[src/rtl/b32e_pkg.sv]
// Shared types, constants and the alphabet lookup for the Base32 stream encoder.
package b32e_pkg;

   localparam int unsigned QUEUE_DEPTH = 4;
   localparam logic [15:0] CAPACITY_RESET = 16'hFFFF;
   localparam logic [7:0]  PAD_CHAR = 8'h3D;
   localparam logic [3:0]  MAX_RESULTS = 4'd8;

   typedef enum logic [1:0] {
      TAIL_NONE,
      TAIL_OVF,
      TAIL_STATUS
   } tail_type;

   // One queued unit of work: up to three alphabet codes, then pads, then a tail result.
   typedef struct packed {
      logic [2:0][4:0] chars;
      logic [1:0]      n_alpha;
      logic [3:0]      n_emit;
      tail_type        tail;
      logic [15:0]     total;
   } job_type;

   function automatic logic [7:0] b32_char(input logic [4:0] code);
      logic [7:0] ch;
      if (code < 5'd26) begin
         ch = 8'h41 + 8'(code);
      end else begin
         ch = 8'h32 + 8'(code - 5'd26);
      end
      return ch;
   endfunction

endpackage

[src/rtl/b32e_front.sv]
// Front end: accepts bytes, slices 5-bit groups, checks capacity and builds jobs.
module b32e_front (
   input  logic                clock,
   input  logic                reset,
   input  logic                accept,
   input  logic [7:0]          data_byte,
   input  logic                has_byte,
   input  logic                is_last,
   input  logic                csr_we,
   input  logic [15:0]         csr_wdata,
   output logic                job_valid,
   output b32e_pkg::job_type   job
);

   logic [11:0] buf_ff, buf_in;
   logic [3:0]  cnt_ff, cnt_in;
   logic [15:0] cc_ff, cc_in;
   logic        aborted_ff, aborted_in;
   logic [15:0] cap_ff;

   logic [11:0] buf_cat, buf_rem;
   logic [3:0]  cnt_a, sh0, sh1, cnt_rem;
   logic        two;
   logic [4:0]  c0, c1, flush_ch;
   logic [1:0]  k_byte, k_last;
   logic        flush_needed;
   logic [2:0]  sum3, pad;
   logic [16:0] total, cc17, cap17;
   logic [3:0]  emit_raw, emit;
   logic        ovf0, ovf1;

   // Slice the byte into groups, most significant bits first.
   always_comb begin
      buf_cat  = {buf_ff[3:0], data_byte};
      cnt_a    = cnt_ff + 4'd8;
      sh0      = cnt_a - 4'd5;
      c0       = 5'(buf_cat >> sh0);
      two      = (sh0 >= 4'd5);
      sh1      = sh0 - 4'd5;
      c1       = 5'(buf_cat >> sh1);
      if (has_byte) begin
         k_byte  = two ? 2'd2 : 2'd1;
         cnt_rem = two ? sh1 : sh0;
         buf_rem = buf_cat;
      end else begin
         k_byte  = 2'd0;
         cnt_rem = cnt_ff;
         buf_rem = buf_ff;
      end
      flush_needed = (cnt_rem != 4'd0);
      flush_ch     = 5'(buf_rem << (4'd5 - cnt_rem));
      k_last       = k_byte + 2'(flush_needed);
      sum3         = 3'(cc_ff[2:0] + 3'(k_last));
      pad          = 3'(3'd0 - sum3);
      cc17         = {1'b0, cc_ff};
      cap17        = {1'b0, cap_ff};
      total        = cc17 + 17'(k_last) + 17'(pad);
      emit_raw     = 4'(k_last) + 4'(pad);
      emit         = (emit_raw > b32e_pkg::MAX_RESULTS) ? b32e_pkg::MAX_RESULTS : emit_raw;
      ovf0         = (k_byte != 2'd0) && (cc17 >= cap17);
      ovf1         = (k_byte == 2'd2) && ((cc17 + 17'd1) >= cap17);
   end

   // Classify the item and pick the next message state.
   always_comb begin
      buf_in     = buf_ff;
      cnt_in     = cnt_ff;
      cc_in      = cc_ff;
      aborted_in = aborted_ff;
      job_valid  = 1'b0;
      job.chars[0] = (k_byte == 2'd0) ? flush_ch : c0;
      job.chars[1] = (k_byte == 2'd1) ? flush_ch : c1;
      job.chars[2] = flush_ch;
      job.n_alpha  = 2'd0;
      job.n_emit   = 4'd0;
      job.tail     = b32e_pkg::TAIL_NONE;
      job.total    = 16'd0;
      if (accept) begin
         if (aborted_ff) begin
            if (is_last) begin
               buf_in     = '0;
               cnt_in     = '0;
               cc_in      = '0;
               aborted_in = 1'b0;
            end
         end else if (!is_last) begin
            if (ovf0 || ovf1) begin
               job_valid   = 1'b1;
               job.n_alpha = ovf1 && !ovf0 ? 2'd1 : 2'd0;
               job.n_emit  = ovf1 && !ovf0 ? 4'd1 : 4'd0;
               job.tail    = b32e_pkg::TAIL_OVF;
               buf_in      = '0;
               cnt_in      = '0;
               cc_in       = '0;
               aborted_in  = 1'b1;
            end else begin
               job_valid   = (k_byte != 2'd0);
               job.n_alpha = k_byte;
               job.n_emit  = 4'(k_byte);
               buf_in      = buf_rem;
               cnt_in      = cnt_rem;
               cc_in       = cc_ff + 16'(k_byte);
            end
         end else begin
            job_valid  = 1'b1;
            buf_in     = '0;
            cnt_in     = '0;
            cc_in      = '0;
            aborted_in = 1'b0;
            if (total >= cap17) begin
               job.tail = b32e_pkg::TAIL_OVF;
            end else if (emit_raw == 4'd0) begin
               job.tail  = b32e_pkg::TAIL_STATUS;
               job.total = 16'(total);
            end else begin
               job.n_alpha = k_last;
               job.n_emit  = emit;
               job.total   = 16'(total);
            end
         end
      end
   end

   always_ff @(posedge clock) begin
      if (reset) begin
         buf_ff     <= '0;
         cnt_ff     <= '0;
         cc_ff      <= '0;
         aborted_ff <= 1'b0;
         cap_ff     <= b32e_pkg::CAPACITY_RESET;
      end else begin
         buf_ff     <= buf_in;
         cnt_ff     <= cnt_in;
         cc_ff      <= cc_in;
         aborted_ff <= aborted_in;
         if (csr_we) begin
            cap_ff <= csr_wdata;
         end
      end
   end

endmodule

[src/rtl/b32e_queue.sv]
// Short job queue between the front end and the emitter.
module b32e_queue #(
   parameter int unsigned DEPTH = b32e_pkg::QUEUE_DEPTH
) (
   input  logic                clock,
   input  logic                reset,
   input  logic                push,
   input  b32e_pkg::job_type   push_job,
   input  logic                pop,
   output logic                full,
   output logic                head_valid,
   output b32e_pkg::job_type   head
);

   localparam int unsigned PTR_W = (DEPTH > 1) ? $clog2(DEPTH) : 1;
   localparam int unsigned CNT_W = $clog2(DEPTH + 1);

   b32e_pkg::job_type slot_ff [DEPTH];
   logic [PTR_W-1:0] wr_ff, wr_in, rd_ff, rd_in;
   logic [CNT_W-1:0] count_ff, count_in;

   assign full       = (count_ff == CNT_W'(DEPTH));
   assign head_valid = (count_ff != '0);
   assign head       = slot_ff[rd_ff];

   always_comb begin
      wr_in    = wr_ff;
      rd_in    = rd_ff;
      count_in = count_ff;
      if (push) begin
         wr_in = (wr_ff == PTR_W'(DEPTH - 1)) ? '0 : wr_ff + 1'b1;
      end
      if (pop) begin
         rd_in = (rd_ff == PTR_W'(DEPTH - 1)) ? '0 : rd_ff + 1'b1;
      end
      if (push && !pop) begin
         count_in = count_ff + 1'b1;
      end else if (pop && !push) begin
         count_in = count_ff - 1'b1;
      end
   end

   always_ff @(posedge clock) begin
      if (reset) begin
         wr_ff    <= '0;
         rd_ff    <= '0;
         count_ff <= '0;
      end else begin
         wr_ff    <= wr_in;
         rd_ff    <= rd_in;
         count_ff <= count_in;
      end
   end

   always_ff @(posedge clock) begin
      if (push) begin
         slot_ff[wr_ff] <= push_job;
      end
   end

endmodule

[src/rtl/b32e_back.sv]
// Back end: steps through each queued job and drives one result per transfer.
module b32e_back (
   input  logic                clock,
   input  logic                reset,
   input  logic                head_valid,
   input  b32e_pkg::job_type   head,
   output logic                pop,
   output logic                rsp_valid,
   input  logic                rsp_ready,
   output logic [7:0]          rsp_out_char,
   output logic                rsp_char_valid,
   output logic                rsp_run_last,
   output logic                rsp_overflow,
   output logic [15:0]         rsp_total_length
);

   logic [3:0]  idx_ff, idx_in;
   logic        valid_ff, valid_in;
   logic [7:0]  char_ff, char_in;
   logic        cval_ff, cval_in;
   logic        last_ff, last_in;
   logic        ovf_ff, ovf_in;
   logic [15:0] total_ff, total_in;

   logic [3:0]  n_res;
   logic        in_char, is_final, load;

   always_comb begin
      n_res    = head.n_emit + 4'(head.tail != b32e_pkg::TAIL_NONE);
      in_char  = (idx_ff < head.n_emit);
      is_final = (idx_ff == n_res - 4'd1);
      load     = head_valid && (!valid_ff || rsp_ready);
      pop      = load && is_final;
      if (pop) begin
         idx_in = '0;
      end else if (load) begin
         idx_in = idx_ff + 4'd1;
      end else begin
         idx_in = idx_ff;
      end
      if (load) begin
         valid_in = 1'b1;
      end else if (rsp_ready) begin
         valid_in = 1'b0;
      end else begin
         valid_in = valid_ff;
      end
   end

   // Shape the result at the current position of the job.
   always_comb begin
      if (in_char) begin
         char_in  = (idx_ff < 4'(head.n_alpha))
                    ? b32e_pkg::b32_char(head.chars[idx_ff[1:0]]) : b32e_pkg::PAD_CHAR;
         cval_in  = 1'b1;
         last_in  = is_final;
         ovf_in   = 1'b0;
         total_in = is_final ? head.total : 16'd0;
      end else begin
         char_in  = 8'd0;
         cval_in  = 1'b0;
         last_in  = 1'b1;
         ovf_in   = (head.tail == b32e_pkg::TAIL_OVF);
         total_in = head.total;
      end
   end

   always_ff @(posedge clock) begin
      if (reset) begin
         idx_ff   <= '0;
         valid_ff <= 1'b0;
      end else begin
         idx_ff   <= idx_in;
         valid_ff <= valid_in;
      end
   end

   always_ff @(posedge clock) begin
      if (load) begin
         char_ff  <= char_in;
         cval_ff  <= cval_in;
         last_ff  <= last_in;
         ovf_ff   <= ovf_in;
         total_ff <= total_in;
      end
   end

   assign rsp_valid        = valid_ff;
   assign rsp_out_char     = char_ff;
   assign rsp_char_valid   = cval_ff;
   assign rsp_run_last     = last_ff;
   assign rsp_overflow     = ovf_ff;
   assign rsp_total_length = total_ff;

endmodule

[src/rtl/base32_stream_encoder.sv]
// Top level of the streaming Base32 encoder: front end, job queue and emitter.
//
// Streaming Base32 encoder (standard alphabet A-Z, 2-7). Each transfer on the
// req_ channel carries at most one message byte; the item with req_is_last set
// flushes the leftover bits as one more character, pads with '=' to a multiple
// of eight characters and reports the encoded length on its final result. The
// csr_ register holds the output capacity including one terminator slot; a
// message whose characters or final length would not fit produces a single
// overflow result and the rest of the message is dropped up to its last item.
// The front end classifies every item in the cycle it is taken, so req_ready
// stays high as long as the job queue (QUEUE_DEPTH entries) has room. The
// emitter drives one result per cycle while rsp_ready is high, through a
// registered output stage, so throughput is set by that single result port: a
// byte item yields one or two results, an ending item up to eight. Bursts of
// bytes are absorbed by the queue while rsp_ready is low. There is no reset
// sweep; the block takes items from the first cycle after reset.
module base32_stream_encoder #(
   parameter int unsigned QUEUE_DEPTH = b32e_pkg::QUEUE_DEPTH
) (
   input  logic        clock,
   input  logic        reset,
   input  logic        req_valid,
   output logic        req_ready,
   input  logic [7:0]  req_data_byte,
   input  logic        req_has_byte,
   input  logic        req_is_last,
   output logic        rsp_valid,
   input  logic        rsp_ready,
   output logic [7:0]  rsp_out_char,
   output logic        rsp_char_valid,
   output logic        rsp_run_last,
   output logic        rsp_overflow,
   output logic [15:0] rsp_total_length,
   input  logic        csr_we,
   input  logic [15:0] csr_wdata
);

   logic              accept;
   logic              job_valid;
   b32e_pkg::job_type job;
   logic              full;
   logic              head_valid;
   b32e_pkg::job_type head;
   logic              pop;

   // Take a new item whenever the queue can hold the job it may produce.
   assign req_ready = !full;
   assign accept    = req_valid && req_ready;

   b32e_front u_front (
      .clock     (clock),
      .reset     (reset),
      .accept    (accept),
      .data_byte (req_data_byte),
      .has_byte  (req_has_byte),
      .is_last   (req_is_last),
      .csr_we    (csr_we),
      .csr_wdata (csr_wdata),
      .job_valid (job_valid),
      .job       (job)
   );

   // Decouple classification from emission.
   b32e_queue #(
      .DEPTH (QUEUE_DEPTH)
   ) u_queue (
      .clock      (clock),
      .reset      (reset),
      .push       (job_valid),
      .push_job   (job),
      .pop        (pop),
      .full       (full),
      .head_valid (head_valid),
      .head       (head)
   );

   // Emit one result per transfer, popping the job with its final result.
   b32e_back u_back (
      .clock            (clock),
      .reset            (reset),
      .head_valid       (head_valid),
      .head             (head),
      .pop              (pop),
      .rsp_valid        (rsp_valid),
      .rsp_ready        (rsp_ready),
      .rsp_out_char     (rsp_out_char),
      .rsp_char_valid   (rsp_char_valid),
      .rsp_run_last     (rsp_run_last),
      .rsp_overflow     (rsp_overflow),
      .rsp_total_length (rsp_total_length)
   );

endmodule

[config.mk]
export PLATFORM = sky130hd
export DESIGN_NAME = base32_stream_encoder
export DESIGN_NICKNAME = d
export VERILOG_FILES = /design/src/rtl/b32e_pkg.sv /design/src/rtl/b32e_front.sv /design/src/rtl/b32e_queue.sv /design/src/rtl/b32e_back.sv /design/src/rtl/base32_stream_encoder.sv
export SDC_FILE = /design/constraint.sdc
export NUM_CORES = 1
export LEC_CHECK = 0
export BUFFER_PORTS_ARGS = -buffer_cell sky130_fd_sc_hd__clkbuf_2
export CAP_MARGIN = 20
export CORE_MARGIN = 2
export CORE_UTILIZATION = 55
export CTS_BUF_LIST = sky130_fd_sc_hd__clkbuf_2 sky130_fd_sc_hd__clkbuf_4 sky130_fd_sc_hd__clkbuf_8
export CTS_CLUSTER_SIZE = 16
export DETAILED_ROUTE_END_ITERATION = 7
export GPL_ROUTABILITY_DRIVEN = 1
export PLACE_DENSITY_LB_ADDON = 0.12
export SKIP_LAST_GASP = 1
export SYNTH_ARGS = -nofsm -noshare
export SYNTH_HDL_FRONTEND = slang
export SYNTH_HIERARCHICAL = 1
export SYNTH_SLANG_ARGS = --single-unit
[constraint.sdc]
create_clock -name clock -period 15.7 [get_ports clock]
set_input_delay 1.57 -clock clock [delete_from_list [all_inputs] [get_ports clock]]
set_output_delay 1.57 -clock clock [all_outputs]
set_load 0.03 [all_outputs]
==> results by group, run 1 <==
Status
  – Status: finished clean

Timing
  – Max-slew violations: 0
  – Post-Route Setup TNS: 0 ns
  – Slew margin rel.: 0.337
  – Max Freq: 0.106 GHz
  – Worst-Margin Slew: 0.987 ns
  – RSZ-0062 raised after global routing: false
  – Clk_skew: 0.0370 ns
  – Final setup violation count: 0
  – Final Hold Viols: 0
  – Final period utilization: 0.602
  – Crit path time final: 9.45 ns

Route
  – Total vias in the final route: 8607
  – Drt pass-1 iters: 4
  – Detailed router's first-iteration violation count: 662
  – Post-DR wirelength/cell: 18.6 um
  – Via/cell ratio: 5.86
  – Final WL: 27.4 mm
  – DRC viols: 0
  – Post-route ant nets: 0

Synthesis
  – Synth Area per Inst: 12.5 um^2
  – Most area-consuming cells after synthesis: edfxtp_1 41%, dfxtp_1 8.5%, mux4_2 8.4%, ha_1 8.2%, mux2i_1 1.9%
  – Yosys top cell by area: edfxtp_1
  – Seq/Total Area, Yosys: 0.498
  – Most common library cells after synthesis: 182 x edfxtp_1, 87 x ha_1, 60 x nand2_1
  – Post-Syn Instances: 1060
  – Post-Syn Area: 13200 um^2
  – Asr flop ratio synth: 0
  – Synth Net Count: 1182
  – Synthesis Warnings: 6
  – Most common cell in the netlist: edfxtp_1
  – EDFF count, synth: 182
  – Synth unique cells: 87
  – Synth Flop Type: edfxtp_1
  – Top-area cell type share of the netlist area: 0.414
  – Yosys reg bits: 238

Final layout
  – Fraction of layout cells with a size suffix above 1: 0.197
  – Antenna cell count: 0
  – Final core occ: 0.617
  – Layout Nets: 1238
  – Area delta synth->final: 9.98%
  – Design Area, Final: 14500 um^2

CTS
  – CTS Sinks: 238
  – CTS Root Cell: clkbuf_8
  – PostCTS Resize Cnt: 0
  – Clk_lat worst skew: 0.55 ns
  – # hold bufs at CTS: 0
  – Clock Tree Buf Depth: 3
  – # Post-CTS Setup Buffers: 0
  – Clock buffer count from CTS: 41
  – Worst-path clk slew: 0.06 ns
  – CTS tree: yes
  – CTS H-tree depth: 2

Die
  – Die Y: 159 um
  – Io pins: 60
  – Total Die Area: 25300 um^2
  – FP Rows: 56
  – Core area: 23500 um^2
  – Chip width: 159 um
  – Starting density of the core: 0.561

GRT
  – First-pass GRT wire length: 44.6 mm
  – Vias in the first global route: 8229
  – Global route overflow: 0
  – Initial antenna violation count: 0
  – Largest net degree at the start of global routing: 40
  – GRT Util Overall: 0.219

Job
  – Max cap viols: 0

Placement
  – Cell Area, Placed: 13700 um^2
  – DP HPWL: 19.1 mm
  – IO Port Bufs: 58
  – Global placement routability congestion: 0.821

Critical path
  – CP startpoint kind: flip-flop
  – Worst path max stage delay: 0.72 ns
  – WS Path Type: flip-flop to flip-flop
  – Crit. End Element: flip-flop
  – Crit-path max FO: 31
  – CP dominant cell by count: ha_1
  – Required time worst endpoint: 15.97 ns
  – WP data arrival: 9.72 ns
  – CP max-delay cell: nand3_1

Power and ir drop
  – Total Power: 0.00214 W
  – Power Density: 147 nW/um^2
  – P_leak: 5.62 nW
  – Peak VDD IR: 0.110 mV

Min path
  – Worst hold path class: flip-flop to flip-flop
-- per-stage QoR --
step,cells,hold slack [ns],worst slack (ns)
after CTS,1467,0.483,6.32
after floorplan,1060,0.442,7.76
after detailed placement,1391,0.468,6.01
after global placement,1391,0.465,6.25
after global routing,1468,0.522,5.39
final,1468,0.483,6.25
-- metal layers --
| layer | global-route usage | vias to the layer above | wire length [um] |
|---|---|---|---|
| met5 | 0 | - | 0 |
| met4 | 0.0504 | 0 | 423 |
| met3 | 0.0328 | 40 | 1240 |
| met2 | 0.345 | 198 | 12500 |
| met1 | 0.326 | 4218 | 13200 |
| li1 | - | 4151 | - |
-- power by group --
part           switching [W]  total, W  leakage (nW)  internal (W)
Sequential         0.0000379  0.000850          2.15      0.000812
Clock               0.000250  0.000554         0.434      0.000303
Combinational       0.000455  0.000736          3.03      0.000281
-- path summary, 6_finish.rpt --
path	startpoint	end	slack, ns	depth (start not counted)
hold reg to reg	u_front/buf_ff[4]	u_front/buf_ff[4]	0.48	1
hold / removal	u_front/buf_ff[4]	u_front/buf_ff[4]	0.48	1
setup / recovery	u_front/cnt_ff[0]	u_queue/slot_ff[1][19]	6.25	31
setup reg to reg	u_front/cnt_ff[0]	u_queue/slot_ff[1][19]	6.25	31
-- sequential cells by signal, summed over array words and instances (netlist names), named ones only --
| register | cells |
|---|---|
| u_queue/count_ff | 3 |
| u_back/rsp_run_last | 1 |
| u_back/rsp_overflow | 1 |
| u_front/cnt_ff | 4 |
| u_back/rsp_out_char | 7 |
| u_queue/slot_ff | 156 |
| u_back/idx_ff | 4 |
| u_queue/wr_ff | 2 |
| u_back/rsp_total_length | 16 |
| u_back/rsp_valid | 1 |
| u_queue/rd_ff | 2 |
| u_front/cc_ff | 16 |
| u_back/rsp_char_valid | 1 |
| u_front/cap_ff | 16 |
| u_front/buf_ff | 5 |
| u_front/aborted_ff | 1 |
-- layout by cell type (no fill, tap or decap), types with 12 or more instances in the layout --
master,n
a211oi_1,15
a21o_1,18
a21oi_1,41
clkbuf_2,58
clkbuf_8,42
clkinv_1,12
dfxtp_1,54
edfxtp_1,182
ha_1,87
inv_1,54
mux2i_1,25
mux4_2,49
nand2_1,60
nand3_1,23
nand4_1,15
nor2_1,53
nor2b_1,34
nor3_1,17
o211ai_1,21
o21a_1,14
o21ai_0,27
xnor2_1,26
xor2_1,24
-- worst max-delay path, delay by kind of cell (launching register included) --
kind                       cells  cell delay [ns]
DFF                            1             0.30
xor gates and xnor gates       4             1.21
adders and majority gates      7             2.22
and+or+nand+nor                6             1.54
muxes                          1             0.19
AOI/OAI and AO/OA              9             2.93
buffers and inverters          4             0.80
-- layout make-up --
cell class,count,area [um^2]
Fill cell,1888,9010
Multi-Input combinational cell,705,6110
Timing Repair Buffer,70,393
Clock inverter,27,188
Clock buffer,49,631
Inverter,60,225
Sequential cell,238,6590
Tap cell,319,399
-- kinds of logic (layout without fill, tap and decap cells) --
family                     count (synthesis)  after routing  synth area share
AOI/OAI and AO/OA                        212            212             0.119
xor gates and xnor gates                  51             51            0.0344
adders and majority gates                 92             92            0.0892
buffers and inverters                    117            206            0.0397
DFF                                      238            238             0.498
muxes                                     82             82             0.115
other                                      2              2          0.000568
and+or+nand+nor                          266            266             0.104
Note: power is estimated with default switching activity, not from simulation.
==> inputs of run 2 (changes only) <==
--- a/config.mk
+++ b/config.mk
@@ -5,6 +5,7 @@
 export SDC_FILE = /design/constraint.sdc
 export NUM_CORES = 1
 export LEC_CHECK = 0
+export ABC_AREA = 1
 export BUFFER_PORTS_ARGS = -buffer_cell sky130_fd_sc_hd__clkbuf_2
 export CAP_MARGIN = 20
 export CORE_MARGIN = 2
==> constraint.sdc (replaced) <==
create_clock -name clock -period 9.8 [get_ports clock]
set_input_delay 0.98 -clock clock [delete_from_list [all_inputs] [get_ports clock]]
set_output_delay 0.98 -clock clock [all_outputs]
set_load 0.03 [all_outputs]
==> results by group, run 2 <==
GRT
  – Global route overflow: 0 (unchanged)
  – Largest net degree at the start of global routing: 79 (+98%)
  – Initial antenna violation count: 0 (unchanged)
  – Vias in the first global route: 9812 (+19%)
  – GRT Util Overall: 0.237 (+0.0175)
  – First-pass GRT wire length: 50.1 mm (+12%)

Timing
  – Clk_skew: 0.0326 ns (-0.00440 ns)
  – Crit path time final: 7.96 ns (-1.48 ns)
  – Worst-Margin Slew: 1.12 ns (+0.128 ns)
  – Max Freq: 0.126 GHz (+19%)
  – Final Hold Viols: 0 (unchanged)
  – Post-Route Setup TNS: 0 ns (unchanged)
  – Slew margin rel.: 0.257 (-0.0807)
  – RSZ-0062 raised after global routing: false
  – Max-slew violations: 0 (unchanged)
  – Final setup violation count: 0 (unchanged)
  – Final setup margin: 1.84 ns (-4.42 ns)
  – Final period utilization: 0.813 (+0.211)

Synthesis
  – Post-Syn Area: 13700 um^2 (+3.8%)
  – Asr flop ratio synth: 0 (unchanged)
  – Post-Syn Instances: 1541 (+45%)
  – EDFF count, synth: 182 (unchanged)
  – Yosys reg bits: 238 (unchanged)
  – Yosys top cell by area: edfxtp_1
  – Most common library cells after synthesis: 264 x nand2_1, 182 x edfxtp_1, 181 x inv_1
  – Synth Flop Type: edfxtp_1
  – Synth Area per Inst: 8.90 um^2 (-29%)
  – Synthesis Warnings: 6 (unchanged)
  – Most area-consuming cells after synthesis: edfxtp_1 40%, dfxtp_1 8.2%, ha_1 7.9%, nand2_1 7.2%, o21ai_0 5.1%
  – Synth unique cells: 53 (-39%)
  – Seq/Total Area, Yosys: 0.480 (-0.0182)
  – Most common cell in the netlist: nand2_1
  – Top-area cell type share of the netlist area: 0.399 (-0.0151)
  – Synth Net Count: 1663 (+41%)

Power and ir drop
  – Peak VDD IR: 0.194 mV (+77%)
  – Power Density: 270 nW/um^2 (+84%)
  – P_leak: 6.55 nW (+17%)

Final layout
  – Layout Nets: 1708 (+38%)
  – Antenna cell count: 0 (unchanged)
  – Most frequent cells in the layout: 264 x nand2_1, 182 x edfxtp_1, 181 x inv_1
  – Largest Register: u_queue/slot_ff
  – Fraction of layout cells with a size suffix above 1: 0.127 (-0.0698)
  – Area delta synth->final: 8.67%
  – Most common cell after layout, fill and taps aside: nand2_1
  – Max reg flops: 156 (unchanged)
  – Fill count: 2128 (+13%)

CTS
  – # hold bufs at CTS: 0 (unchanged)
  – PostCTS Resize Cnt: 0 (unchanged)
  – # Post-CTS Setup Buffers: 0 (unchanged)
  – CTS Sinks: 238 (unchanged)
  – Worst-path clk slew: 0.06 ns (about the same)
  – Clk_lat worst skew: 0.55 ns (about the same)
  – CTS tree: yes
  – CTS Root Cell: clkbuf_8
  – Clock Tree Buf Depth: 3 (unchanged)
  – CTS H-tree depth: 2 (unchanged)
  – Clock buffer count from CTS: 40 (-2.4%)

Critical path
  – CP dominant cell by count: nand2_1
  – CP Buf/Inv Count: 9 (+5)
  – Crit path max-delay family: simple AND/OR/NAND/NOR gates
  – Worst path max stage delay: 0.86 ns (+0.14 ns)
  – CP startpoint kind: flip-flop
  – Required time worst endpoint: 10.08 ns (-5.89 ns)
  – Crit-path max FO: 16 (-48%)
  – CP max-delay cell: or2_1
  – Crit. End Element: flip-flop
  – WS Path Type: flip-flop to flip-flop
  – WP data arrival: 8.25 ns (-1.47 ns)

Die
  – FP Rows: 57 (+1.8%)
  – Total Die Area: 26200 um^2 (+3.7%)
  – Io pins: 60 (unchanged)
  – Chip width: 162 um (+1.8%)
  – Core area: 24400 um^2 (+3.6%)
  – Die Y: 162 um (+1.8%)
  – Starting density of the core: 0.562 (+0.000998)

Route
  – Total vias in the final route: 10400 (+21%)
  – DRC viols: 0 (unchanged)
  – Final WL: 30.4 mm (+11%)
  – Via/cell ratio: 5.39 (-8.1%)
  – Post-DR wirelength/cell: 15.7 um (-16%)
  – Drt pass-1 iters: 5 (+1)
  – Post-route ant nets: 0 (unchanged)
  – Detailed router's first-iteration violation count: 947 (+43%)

Placement
  – DP HPWL: 21.0 mm (+9.6%)
  – Global placement routability congestion: 0.893 (+8.8%)
  – IO Port Bufs: 58 (unchanged)
  – Place WS: 1.95 ns (-4.06 ns)

Status
  – Status: finished clean

Min path
  – Worst hold path class: flip-flop to flip-flop

Job
  – Max cap viols: 0 (unchanged)
-- run 2: changes by cell type after synthesis, sizes merged, moves of 38 or more --
cell	delta
nor2	+142
a21oi	+45
inv	+133
mux4	-54
o21ai	+113
o22ai	+38
nand2	+217
-- run 2: cell type report --
type	instances	area, um^2	share of cell area
Inverter	194	743	0.0499
Multi-Input combinational cell	1044	6000	0.403
Sequential cell	238	6590	0.442
Clock buffer	62	728	0.0489
Tap cell	324	405	0.0272
Timing Repair Buffer	68	365	0.0245
Clock inverter	10	67.6	0.00453
-- run 2: power breakdown --
group / total, W / internal, W / switching, W
Clock: 0.000866 / 0.000478 / 0.000389
Combinational: 0.00178 / 0.000544 / 0.00123
Sequential: 0.00139 / 0.00133 / 0.0000567
Total: 0.00403 / 0.00235 / 0.00168
-- run 2: worst paths after layout --
kind	startpoint	slack, ns	to	depth (start not counted)
max	u_front/cnt_ff[0]	1.84	u_queue/slot_ff[0][12]	38
min	u_front/buf_ff[4]	0.48	u_front/buf_ff[4]	2
max reg2reg	u_front/cnt_ff[0]	1.84	u_queue/slot_ff[0][12]	38
min reg2reg	u_front/buf_ff[4]	0.48	u_front/buf_ff[4]	2
-- run 2: metal layers --
layer  part of all wire  GRT usage
met3              0.055     0.0317
met4              0.018     0.0615
met1               0.49      0.350
met2               0.44      0.371
met5                  0          0
-- run 2: tightest hold or removal path: stages (launching register included) --
cell,delay [ns]
dfxtp_1,0.31
nand2_1,0.06
a21oi_1,0.06
-- run 2: logic make-up (layout without fill, tap and decap cells) --
kind of cell	after synthesis	after routing	synth area share
other cells	2	2	0.000548
compound gates	298	298	0.119
simple gates	597	597	0.197
flops	238	238	0.480
fa+ha+maj	91	91	0.0852
xor+xnor	56	56	0.0358
buf+inv	259	334	0.0819
-- run 2: metrics by stage --
| step | hold WS, ns | util | cells | instance area [um^2] | power, W |
|---|---|---|---|---|---|
| floorplan | 0.445 | - | 1541 | 13700 | 0.00284 |
| global placement | 0.458 | 0.578 | 1868 | 14100 | 0.00316 |
| detailed placement | 0.463 | 0.578 | 1868 | 14100 | 0.00319 |
| CTS | 0.472 | 0.611 | 1940 | 14900 | 0.00406 |
| global route | 0.532 | 0.611 | 1940 | 14900 | 0.00436 |
| finish | 0.476 | 0.611 | 1940 | 14900 | 0.00403 |
